## src/hdl/lsbse_pkg.sv

```systemverilog
// ----------------------------------------------------------------------------
// lsbse_pkg: shared types and constants of the LSB steganography embedder
// Command codes, the item layouts of both channels, the internal queue entry
// and the front-end status word.
// ----------------------------------------------------------------------------
`default_nettype none

package lsbse_pkg;

   localparam int MESSAGE_DEPTH_DEFAULT = 256;
   localparam logic [15:0] HEADER_LENGTH_RESET = 16'd54;
   localparam logic [1:0] CHANNEL_ALPHA = 2'd3;
   localparam logic [2:0] BIT_LAST = 3'd7;

   typedef enum logic [1:0] {
      CMD_LOAD    = 2'd0,
      CMD_BYTE    = 2'd1,
      CMD_RESTART = 2'd2,
      CMD_UNUSED  = 2'd3
   } cmd_type;

   typedef struct packed {
      logic [1:0] command;
      logic [7:0] data_in;
   } req_type;

   typedef struct packed {
      logic [7:0] data_out;
      logic       carried_bit;
      logic       embedding_done;
   } rsp_type;

   typedef struct packed {
      cmd_type    op;
      logic [7:0] data;
   } entry_type;

   typedef struct packed {
      logic       full;
      logic [1:0] count;
   } fe_status_type;

endpackage

`default_nettype wire

```

## src/hdl/lsbse_front.sv

```systemverilog
// ----------------------------------------------------------------------------
// lsbse_front: input acceptance, command classification and two-word queue
// Unused command codes are dropped here; every other word is queued in order
// for the back end.
// ----------------------------------------------------------------------------
`default_nettype none

module lsbse_front (
   input  wire logic                     clock,
   input  wire logic                     reset,
   input  wire logic                     req_valid,
   output logic                          req_stall,
   input  wire lsbse_pkg::req_type       req_payload,
   output logic                          q_valid,
   output lsbse_pkg::entry_type          q_entry,
   input  wire logic                     q_pop,
   output lsbse_pkg::fe_status_type      status
);
   import lsbse_pkg::*;

   entry_type  entry_ff [2];
   logic       wr_ptr_ff, wr_ptr_in;
   logic       rd_ptr_ff, rd_ptr_in;
   logic [1:0] count_ff, count_in;
   logic       push;

   assign req_stall = (count_ff == 2'd2);
   // drop the unused command code at the door
   assign push = req_valid && !req_stall && (cmd_type'(req_payload.command) != CMD_UNUSED);
   assign q_valid = (count_ff != 2'd0);
   assign q_entry = entry_ff[rd_ptr_ff];
   assign status = '{full: req_stall, count: count_ff};

   always_comb begin
      wr_ptr_in = push ? ~wr_ptr_ff : wr_ptr_ff;
      rd_ptr_in = q_pop ? ~rd_ptr_ff : rd_ptr_ff;
      count_in  = count_ff + {1'b0, push} - {1'b0, q_pop};
   end

   always_ff @(posedge clock) begin
      if (reset) begin
         wr_ptr_ff <= 1'b0;
         rd_ptr_ff <= 1'b0;
         count_ff  <= 2'd0;
      end else begin
         wr_ptr_ff <= wr_ptr_in;
         rd_ptr_ff <= rd_ptr_in;
         count_ff  <= count_in;
      end
   end

   always_ff @(posedge clock) begin
      if (push) begin
         entry_ff[wr_ptr_ff] <= '{op: cmd_type'(req_payload.command), data: req_payload.data_in};
      end
   end

endmodule

`default_nettype wire

```

## src/hdl/lsbse_back.sv

```systemverilog
// ----------------------------------------------------------------------------
// lsbse_back: message store, embedding state and result register
// One queued word per cycle, bytes only while rsp_ is free: loads fill the
// store, bytes get their LSB replaced, restart clears counters and message.
// ----------------------------------------------------------------------------
`default_nettype none

module lsbse_back #(
   parameter int MESSAGE_DEPTH = lsbse_pkg::MESSAGE_DEPTH_DEFAULT
) (
   input  wire logic                  clock,
   input  wire logic                  reset,
   input  wire logic [15:0]           header_length,
   input  wire logic                  q_valid,
   input  wire lsbse_pkg::entry_type  q_entry,
   output logic                       q_pop,
   output logic                       rsp_valid,
   input  wire logic                  rsp_stall,
   output lsbse_pkg::rsp_type         rsp_payload
);
   import lsbse_pkg::*;

   localparam int CW = $clog2(MESSAGE_DEPTH + 1);
   localparam int AW = (MESSAGE_DEPTH > 1) ? $clog2(MESSAGE_DEPTH) : 1;
   localparam logic [CW-1:0] DEPTH_C = CW'(MESSAGE_DEPTH);

   typedef enum logic [2:0] {
      PH_HEADER = 3'b001,
      PH_EMBED  = 3'b010,
      PH_DONE   = 3'b100
   } phase_type;

   logic [7:0]    mem [MESSAGE_DEPTH];
   logic [7:0]    rd_data_ff;
   logic [7:0]    byp_data_ff;
   logic          byp_ff;

   phase_type     phase_ff, phase_in;
   logic [CW-1:0] count_ff, count_in;
   logic          closed_ff, closed_in;
   logic [CW-1:0] read_ff, read_in;
   logic [2:0]    bit_ff, bit_in;
   logic [15:0]   hdr_ff, hdr_in;
   logic [1:0]    chan_ff, chan_in;
   logic          rsp_valid_ff, rsp_valid_in;
   rsp_type       rsp_ff, rsp_in;

   logic          out_free;
   logic          is_load, is_byte, is_restart;
   logic          mem_we;
   logic          in_header;
   logic [7:0]    cur_char;

   assign out_free   = !rsp_valid_ff || !rsp_stall;
   assign q_pop      = q_valid && ((q_entry.op != CMD_BYTE) || out_free);
   assign is_load    = q_pop && (q_entry.op == CMD_LOAD);
   assign is_byte    = q_pop && (q_entry.op == CMD_BYTE);
   assign is_restart = q_pop && (q_entry.op == CMD_RESTART);
   assign in_header  = (hdr_ff < header_length);
   assign rsp_valid   = rsp_valid_ff;
   assign rsp_payload = rsp_ff;

   // current character, terminator past the stored message
   always_comb begin
      if (read_ff < count_ff) begin
         cur_char = byp_ff ? byp_data_ff : rd_data_ff;
      end else begin
         cur_char = 8'd0;
      end
   end

   always_comb begin
      phase_in     = phase_ff;
      count_in     = count_ff;
      closed_in    = closed_ff;
      read_in      = read_ff;
      bit_in       = bit_ff;
      hdr_in       = hdr_ff;
      chan_in      = chan_ff;
      mem_we       = 1'b0;
      rsp_in       = rsp_ff;
      rsp_valid_in = rsp_valid_ff && rsp_stall;

      if (is_restart) begin
         phase_in  = PH_HEADER;
         count_in  = '0;
         closed_in = 1'b0;
         read_in   = '0;
         bit_in    = 3'd0;
         hdr_in    = 16'd0;
         chan_in   = 2'd0;
      end else if (is_load) begin
         // loads count only before the first file byte
         if ((phase_ff == PH_HEADER) && (hdr_ff == 16'd0) && !closed_ff) begin
            if (q_entry.data == 8'd0) begin
               closed_in = 1'b1;
            end else if (count_ff < DEPTH_C) begin
               mem_we   = 1'b1;
               count_in = count_ff + CW'(1);
            end
         end
      end else if (is_byte) begin
         rsp_in.data_out    = q_entry.data;
         rsp_in.carried_bit = 1'b0;
         if ((phase_ff == PH_HEADER) && in_header) begin
            hdr_in = hdr_ff + 16'd1;
         end else if ((phase_ff != PH_DONE) && !in_header) begin
            phase_in = PH_EMBED;
            chan_in  = chan_ff + 2'd1;
            if (chan_ff != CHANNEL_ALPHA) begin
               rsp_in.data_out    = {q_entry.data[7:1], cur_char[bit_ff]};
               rsp_in.carried_bit = 1'b1;
               bit_in             = bit_ff + 3'd1;
               if (bit_ff == BIT_LAST) begin
                  if (read_ff >= count_ff) begin
                     phase_in = PH_DONE;
                  end else begin
                     read_in = read_ff + CW'(1);
                  end
               end
            end
         end else if (phase_ff == PH_HEADER) begin
            phase_in = PH_EMBED;
         end
         rsp_in.embedding_done = (phase_in == PH_DONE);
         rsp_valid_in          = 1'b1;
      end
   end

   always_ff @(posedge clock) begin
      if (reset) begin
         phase_ff     <= PH_HEADER;
         count_ff     <= '0;
         closed_ff    <= 1'b0;
         read_ff      <= '0;
         bit_ff       <= 3'd0;
         hdr_ff       <= 16'd0;
         chan_ff      <= 2'd0;
         rsp_valid_ff <= 1'b0;
      end else begin
         phase_ff     <= phase_in;
         count_ff     <= count_in;
         closed_ff    <= closed_in;
         read_ff      <= read_in;
         bit_ff       <= bit_in;
         hdr_ff       <= hdr_in;
         chan_ff      <= chan_in;
         rsp_valid_ff <= rsp_valid_in;
      end
   end

   always_ff @(posedge clock) begin
      rsp_ff <= rsp_in;
   end

   // store: one write, one registered read that tracks the next read index
   always_ff @(posedge clock) begin
      if (mem_we) begin
         mem[count_ff[AW-1:0]] <= q_entry.data;
      end
      rd_data_ff  <= mem[read_in[AW-1:0]];
      byp_ff      <= mem_we && (count_ff[AW-1:0] == read_in[AW-1:0]);
      byp_data_ff <= q_entry.data;
   end

endmodule

`default_nettype wire

```

## src/hdl/lsb_steganography_embedder.sv

```systemverilog
// ----------------------------------------------------------------------------
// lsb_steganography_embedder: hide a text message in the LSBs of pixel bytes
// Loads message characters into a store, then streams a bitmap through,
// replacing the LSB of each non-alpha pixel byte with the next message bit.
// ----------------------------------------------------------------------------
//
//   channel   direction  handshake               word
//   req_      in         req_valid / req_stall   command, data_in
//   rsp_      out        rsp_valid / rsp_stall   data_out, carried_bit, done
//   csr_      in         csr_write_enable        header_length (16 bits)
//
// One word per cycle sustained while rsp_stall is low: an accepted file byte
// passes through the queue and then the result register before rsp_ sees it.
// Reset is synchronous: counters, phase and queue clear, header_length
// returns to 54; the store itself is never cleared.
// req_stall rises only when rsp_stall has held file bytes back and filled the
// two-word queue; loads and restarts drain even while rsp_ stalls.
// ----------------------------------------------------------------------------
`default_nettype none

module lsb_steganography_embedder #(
   parameter int MESSAGE_DEPTH = lsbse_pkg::MESSAGE_DEPTH_DEFAULT
) (
   input  wire logic                clock,
   input  wire logic                reset,
   input  wire logic                req_valid,
   output logic                     req_stall,
   input  wire lsbse_pkg::req_type  req_payload,
   output logic                     rsp_valid,
   input  wire logic                rsp_stall,
   output lsbse_pkg::rsp_type       rsp_payload,
   input  wire logic                csr_write_enable,
   input  wire logic [15:0]         csr_write_data
);
   import lsbse_pkg::*;

   logic [15:0]   header_length_ff;
   logic [15:0]   header_length_in;
   logic          q_valid;
   logic          q_pop;
   entry_type     q_entry;
   fe_status_type fe_status;

   // header length register: hold unless written
   assign header_length_in = csr_write_enable ? csr_write_data : header_length_ff;

   always_ff @(posedge clock) begin
      if (reset) begin
         header_length_ff <= HEADER_LENGTH_RESET;
      end else begin
         header_length_ff <= header_length_in;
      end
   end

   // front end: accept, drop unused codes, queue
   lsbse_front u_front (
      .clock       (clock),
      .reset       (reset),
      .req_valid   (req_valid),
      .req_stall   (req_stall),
      .req_payload (req_payload),
      .q_valid     (q_valid),
      .q_entry     (q_entry),
      .q_pop       (q_pop),
      .status      (fe_status)
   );

   // back end: store, embedding counters, result register
   lsbse_back #(
      .MESSAGE_DEPTH (MESSAGE_DEPTH)
   ) u_back (
      .clock         (clock),
      .reset         (reset),
      .header_length (header_length_ff),
      .q_valid       (q_valid),
      .q_entry       (q_entry),
      .q_pop         (q_pop),
      .rsp_valid     (rsp_valid),
      .rsp_stall     (rsp_stall),
      .rsp_payload   (rsp_payload)
   );

   // after reset nothing is pending and the input side is open
   a_reset_clean: assert property (@(posedge clock)
      reset |=> !rsp_valid && !req_stall)
      else $error("result pending or input stalled right after reset");

   // an accepted word is still queued or being executed in the next cycle
   a_accept_queued: assert property (@(posedge clock) disable iff (reset)
      req_valid && !req_stall && (req_payload.command != CMD_UNUSED)
      |=> (fe_status.count != 2'd0) || $past(q_pop))
      else $error("accepted word lost from the queue");

   // the queue never reports full with fewer than two words held
   a_full_count: assert property (@(posedge clock) disable iff (reset)
      fe_status.full |-> (fe_status.count == 2'd2) && !$past(q_pop && !fe_status.full))
      else $error("queue full flag disagrees with its count");

endmodule

`default_nettype wire
```

## config.mk

```make
export PLATFORM = sky130hd
export DESIGN_NAME = lsb_steganography_embedder
export DESIGN_NICKNAME = d
export VERILOG_FILES = /design/src/hdl/lsbse_pkg.sv /design/src/hdl/lsbse_front.sv /design/src/hdl/lsbse_back.sv /design/src/hdl/lsb_steganography_embedder.sv
export SDC_FILE = /design/constraint.sdc
export NUM_CORES = 2
export LEC_CHECK = 0
export BUFFER_PORTS_ARGS = -buffer_cell sky130_fd_sc_hd__buf_2
export CORE_ASPECT_RATIO = 0.75
export CORE_MARGIN = 10
export CORE_UTILIZATION = 60
export DETAILED_ROUTE_END_ITERATION = 8
export PLACE_DENSITY_LB_ADDON = 0.2
export SYNTH_ARGS = -nofsm -noshare
export SYNTH_HDL_FRONTEND = slang
export SYNTH_SLANG_ARGS = --single-unit
export TNS_END_PERCENT = 30
```

## constraint.sdc

```tcl
create_clock -name clock -period 6.5 [get_ports clock]
set_input_delay 0.325 -clock clock [delete_from_list [all_inputs] [get_ports clock]]
set_output_delay 0.325 -clock clock [all_outputs]
set_load 0.01 [all_outputs]
```

== After elaboration in Yosys (flattened, before gate mapping) ==
Memory sizes are Yosys's and may differ from the RTL's. A register that Yosys moved wholly into a read port is not among the register bits.
Cells that the tools add are included.
Cells by class
  equality and inequality tests: 11
  magnitude comparators: 5
  muxes and demuxes: 38
  add/subtract/negate cells: 7
  reduce and logical (&&, ||, !) cells: 33
  bitwise operators: 8
Operator list (count)
  $mux W8: 10
  $mux W3: 9
  $add A9 B1 Y9 const B: 2
  $add A16 B1 Y16 const B: 1
  $logic_not A16 Y1: 1
  $lt A16 B16 Y1: 1
  $mux W1: 15
  $logic_and A1 B1 Y1: 12
  $ge A9 B9 Y1: 1
  $lt A9 B9 Y1: 1
  $lt A9 B9 Y1 const B: 1
  $reduce_and A3 Y1: 3
  $eq A8 B8 Y1: 1
  $logic_not A8 Y1: 1
  $not A1 Y1: 8
  $reduce_and A4 Y1: 2
  $reduce_and A7 Y1: 1
  $eq A3 B3 Y1 const B: 2
  $mux W2: 3
  $logic_not A1 Y1: 5
  $reduce_and A5 Y1: 1
  $eq A2 B2 Y1 const B: 2
  $lt A3 B4 Y1 const B: 1
  $ne A2 B2 Y1 const B: 2
  14 further kinds: 16
Storage, ports and cells
  memory bits (writable): 2068
  flip-flop bits (word level): 83
  output and inout bits: 12
  bits of input ports: 31
  memories: 2
  word-level logic and storage cells: 122
Memories
  u_back.mem: words 256, bits a word 8, rd ports 1, clocked after Yosys merged registers in 1, write ports 1, RTL line lsbse_back.sv:33  | logic [7:0] mem [MESSAGE_DEPTH];
  u_front.entry_ff: words 2, bits a word 10, rd ports 1, clocked after Yosys merged registers in 1, write ports 1, RTL line lsbse_front.sv:21  | entry_type entry_ff [2];

== Depth between registers and ports, before layout ==
  depth after elaboration: 11
  gate-level depth with buffers: 21
  mapped depth without buffers: 14

== Modules after synthesis ==
Synthesis repeated with hierarchy kept, for this count alone.
Second synthesis, totals
  cells, all modules: 6625
  area total of the unflattened synthesis: 87839.2 um^2
Modules (own cells, without submodules)
  lsbse_back: area an instance 86274.0 um^2, seq. area each 63020.4 um^2, cells each 6516, instances 1
  lsbse_front: area an instance 975.9 um^2, seq. area each 700.7 um^2, cells each 57, instances 1
  lsb_steganography_embedder: area an instance 589.3 um^2, seq. area each 320.3 um^2, cells each 52, instances 1

== Worst setup path before layout ==
Ideal clock, no wire load.
  kind: register to register
  start: reg with a tool-made name
  end: mem u_back.mem[255][0], enable pin
  path slack: 0.750 ns
  clock period less this slack: 5.750 ns
  arrival time: 5.352 ns
  stages on the path, launching flop included: 9
  setup time: 0.398 ns
  buffers on the path: 2
  path through: dfxtp_1 > buf_2 > mux2i_1 > inv_1 > or4_1 > o21ai_0 > or3_1 > clkbuf_1 > nor4_1
RTL lines (RTL line)
  end: declaration: lsbse_back.sv:33

== Worst setup path after layout ==
  start: reg u_back.count_ff[7]
  end: reg u_back.rd_data_ff[3] (read register of u_back.mem)
Between the ends
  word-level cells in the longest chain between the ends: 9
Ends and longest elaborated chain
  start: declaration: RTL line lsbse_back.sv:39  | logic [CW-1:0] count_ff, count_in;
  start signal: assignment: RTL line lsbse_back.sv:142  | count_ff <= count_in;
  $ge A9 B9 Y1: RTL line lsbse_back.sv:115  | if (read_ff >= count_ff) begin
  $mux W8: RTL line lsbse_back.sv:115
  $mux W8: RTL line lsbse_back.sv:114  | if (bit_ff == BIT_LAST) begin
  $mux W8: RTL line lsbse_back.sv:110  | if (chan_ff != CHANNEL_ALPHA) begin
  $mux W8: RTL line lsbse_back.sv:107  | end else if ((phase_ff != PH_DONE) && !in_header) begin
  $mux W8: RTL line lsbse_back.sv:105  | if ((phase_ff == PH_HEADER) && in_header) begin
  $mux W8: RTL line lsbse_back.sv:102  | end else if (is_byte) begin
  $mux W8: RTL line lsbse_back.sv:92  | end else if (is_load) begin
  $mux W8: RTL line lsbse_back.sv:84  | if (is_restart) begin
  end: declaration: RTL line lsbse_back.sv:34  | logic [7:0] rd_data_ff;
No other way between the ends.
A chain may end at the register's enable or synchronous reset.

==> impl_metrics.yaml <==
floorplan:
  start_util_pct: 60.4
  chipHeight_um: 348
  row_count: 120
  die_x_um: 458
  die-area_um2: 159000
  core_um2: 143000
  pin_count: 43
global_routing:
  grtUsageTotal_pct: 30.3
  grt_max_degree: 184
  overflow: 0
  grt_pass1_vias: 51100
  antenna_found_initial: 11
  grt_pass1_wl_mm: 356
sta:
  fmax_mhz: 167
  drv_slew: 0
  min_period_over_period_pct: 91.9
  fin_ws_ps: 530
  setup_viol: 0
  tightest_slew_ps: 1290
  finalCriticalPeriod_ps: 5970
  max_slew_margin_pct: 13.4
  hold_viol_final: 0
  rsz0062_at_grt: "no"
  fin_tns_setup_ps: 0
  skew_ps: 36.5
detailed_routing:
  drtPass1Iterations: 9
  drt_iter0_markers: 8868
  antenna_left: 0
  drc_errors: 2
  drt-vias-per-instance: 6.63
  vias: 54800
  wl_mm: 247
  wl_per_cell_um: 29.9
setup_path:
  crit_slowest_cell: "mux2i_1"
  path_common_cell: "nand2_1"
  path_cells: "inv_1, ha_1, and3_1, a221oi_1, nand2_1, a2111oi_2, mux2i_1, nand2_1, nor3_2, buf_12, a22oi_1, nand4_1, nor3_1, nor4_1"
  path_buf_inv: 2
  cp.arrival_ps: 6670
  critPathCaptureType: "flop"
  start_kind: "flop"
  required_ps: 7200
  worst-path-stages: 14
  rr_worst_depth: 14
  critPathMaxFanout: 22
  cpPeakStageDelay_ps: 900
  path_delay_family: "simple AND/OR/NAND/NOR gates"
  critPathKind: "flop to flop"
clock_tree:
  cts.path.max_buffers: 3
  postCtsSetupBuffers: 0
  path_clk_slew_ps: 60
  ctsHoldBuffers: 50
  htree_levels: 4
  cts_made_buffers: 194
  cts_root_buf: "clkbuf_16"
  tritoncts: "built"
  clock_sinks: 2160
  postCtsResizedCells: 0
  clock_latency_ps: 850
final_layout:
  fin_cells: 8267
  syn_to_final_growth_pct: 10.8
  nNetsFinal: 6282
  drive_gt1_share_pct: 10.2
status:
  status: "finished with violations"
  failed_checks: "design-rule violations"
place:
  post-place-ws_ps: 733
  dp.cells: 7860
  port_buffers: 42
  finalWeightedCongestion: 0.942
  dp_hpwl_mm: 152
synth:
  ys_top_cells_by_area: "edfxtp_1 (72%), nand2_1 (4.8%), nand3_1 (2.4%), nor2_1 (2.2%), mux2i_1 (2.0%)"
  ys_async_sr_fraction_pct: 0
  syn_inst: 6097
  synth_most_common_cell: "edfxtp_1"
  ys_warn_count: 0
  ys_seq_area_share_pct: 74.3
  yosysUniqueCellTypes: 78
  yosys.area.top_type: "edfxtp_1"
  syn_area_per_cell_um2: 14.1
  synth_top_area_share_pct: 72.4
  synth_edf_count: 2078
  synth_commonest_cells: "edfxtp_1 (2078), nand2_1 (1093), nor2_1 (499)"
  ys_seq_elements: 2160
  synth-main-ff-cell: "edfxtp_1"
  synth_area_um2: 86200
  syn_nets: 6164
hold_path:
  hold_depth: 2
  hp-class: "primary input to flop"
power_and_ir_drop:
  power_mw: 29.8
  p_leak_nw: 32.5
  ir_drop_v: 0.000355
  p_per_area_nw_per_um2: 312
flow_run:
  maxCapViolCount: 0
power by group:
part / total, mW / internal, mW / switching, mW
logic: 2.17 / 0.269 / 1.90
registers: 16.7 / 16.6 / 0.0708
clock network: 11.0 / 5.97 / 5.00
total: 29.8 / 22.9 / 6.97
layer usage:
metal | track usage, % | vias to the layer above | wire, um | share of wire (%)
met4 | 10.3 | 16 | 8950 | 3.6
met1 | 44.8 | 27100 | 97800 | 40
met3 | 10.5 | 514 | 36900 | 15
met5 | 0 | - | 109 | 0.044
li1 | - | 23200 | - | -
met2 | 41.8 | 3894 | 103000 | 42
cell usage in the layout, fill, tap and decap left out, types with 112 or more instances in the layout:
cell / instances
edfxtp_1: 2078
nand4_1: 115
buf_4: 185
a31oi_1: 112
nand2_1: 1090
clkbuf_16: 197
a211oi_1: 147
mux2i_1: 170
nor2_1: 485
a22oi_1: 134
nand3_1: 402
and3_1: 128
a21oi_1: 190
cell type report:
| cell class | count | area, um2 |
|---|---|---|
| sequential | 2160 | 64000 |
| clock inverter | 97 | 744 |
| inverter | 36 | 143 |
| antenna | 4 | 10.0 |
| tap | 1891 | 2370 |
| multi-input combinational | 3519 | 20400 |
| timing repair buffer | 304 | 2640 |
| clock buffer | 256 | 5190 |
| fill | 9743 | 47300 |
metrics by stage:
stage	utilization (%)	hold slack (ps)	instance area (um2)
6_report	66.9	71.3	95500
5_1_grt	66.9	61.0	95500
4_1_cts	66.9	5.85	95500
3_5_place_dp	62.4	478	89100
3_3_place_gp	62.4	455	89100
2_1_floorplan	-	394	86200
state kept, by name (all words and copies together) (netlist names), named ones only:
register,cells
u_back.byp_data_ff,8
u_back.rsp_payload,10
u_front.wr_ptr_ff,1
u_front.entry_ff,20
u_back.mem,2048
u_back.byp_ff,1
u_back.phase_ff,3
u_front.rd_ptr_ff,1
u_front.count_ff,2
u_back.count_ff,9
u_back.chan_ff,2
header_length_ff,16
u_back.closed_ff,1
u_back.rd_data_ff,8
u_back.read_ff,9
u_back.rsp_valid,1
u_back.hdr_ff,16
u_back.bit_ff,3
path summary, 6_finish.rpt:
kind / startpoint / to / slack (ps)
worst max register to register: u_back.count_ff[7] / u_back.rd_data_ff[3] / 530
worst min register to register: u_back.count_ff[8] / u_back.count_ff[8] / 490
worst min-delay path: csr_write_enable / header_length_ff[5] / 70
worst max-delay path: u_back.count_ff[7] / u_back.rd_data_ff[3] / 530
kinds of logic after synthesis:
logic type | after synthesis | share of synthesized area (%)
flops | 2160 | 74.3
compound gates | 833 | 6.49
simple gates | 2359 | 11.9
xor+xnor | 39 | 0.396
mux | 252 | 3.96
fa+ha+maj | 36 | 0.522
buf+inv | 418 | 2.44
(Power assumes the default switching activity.)
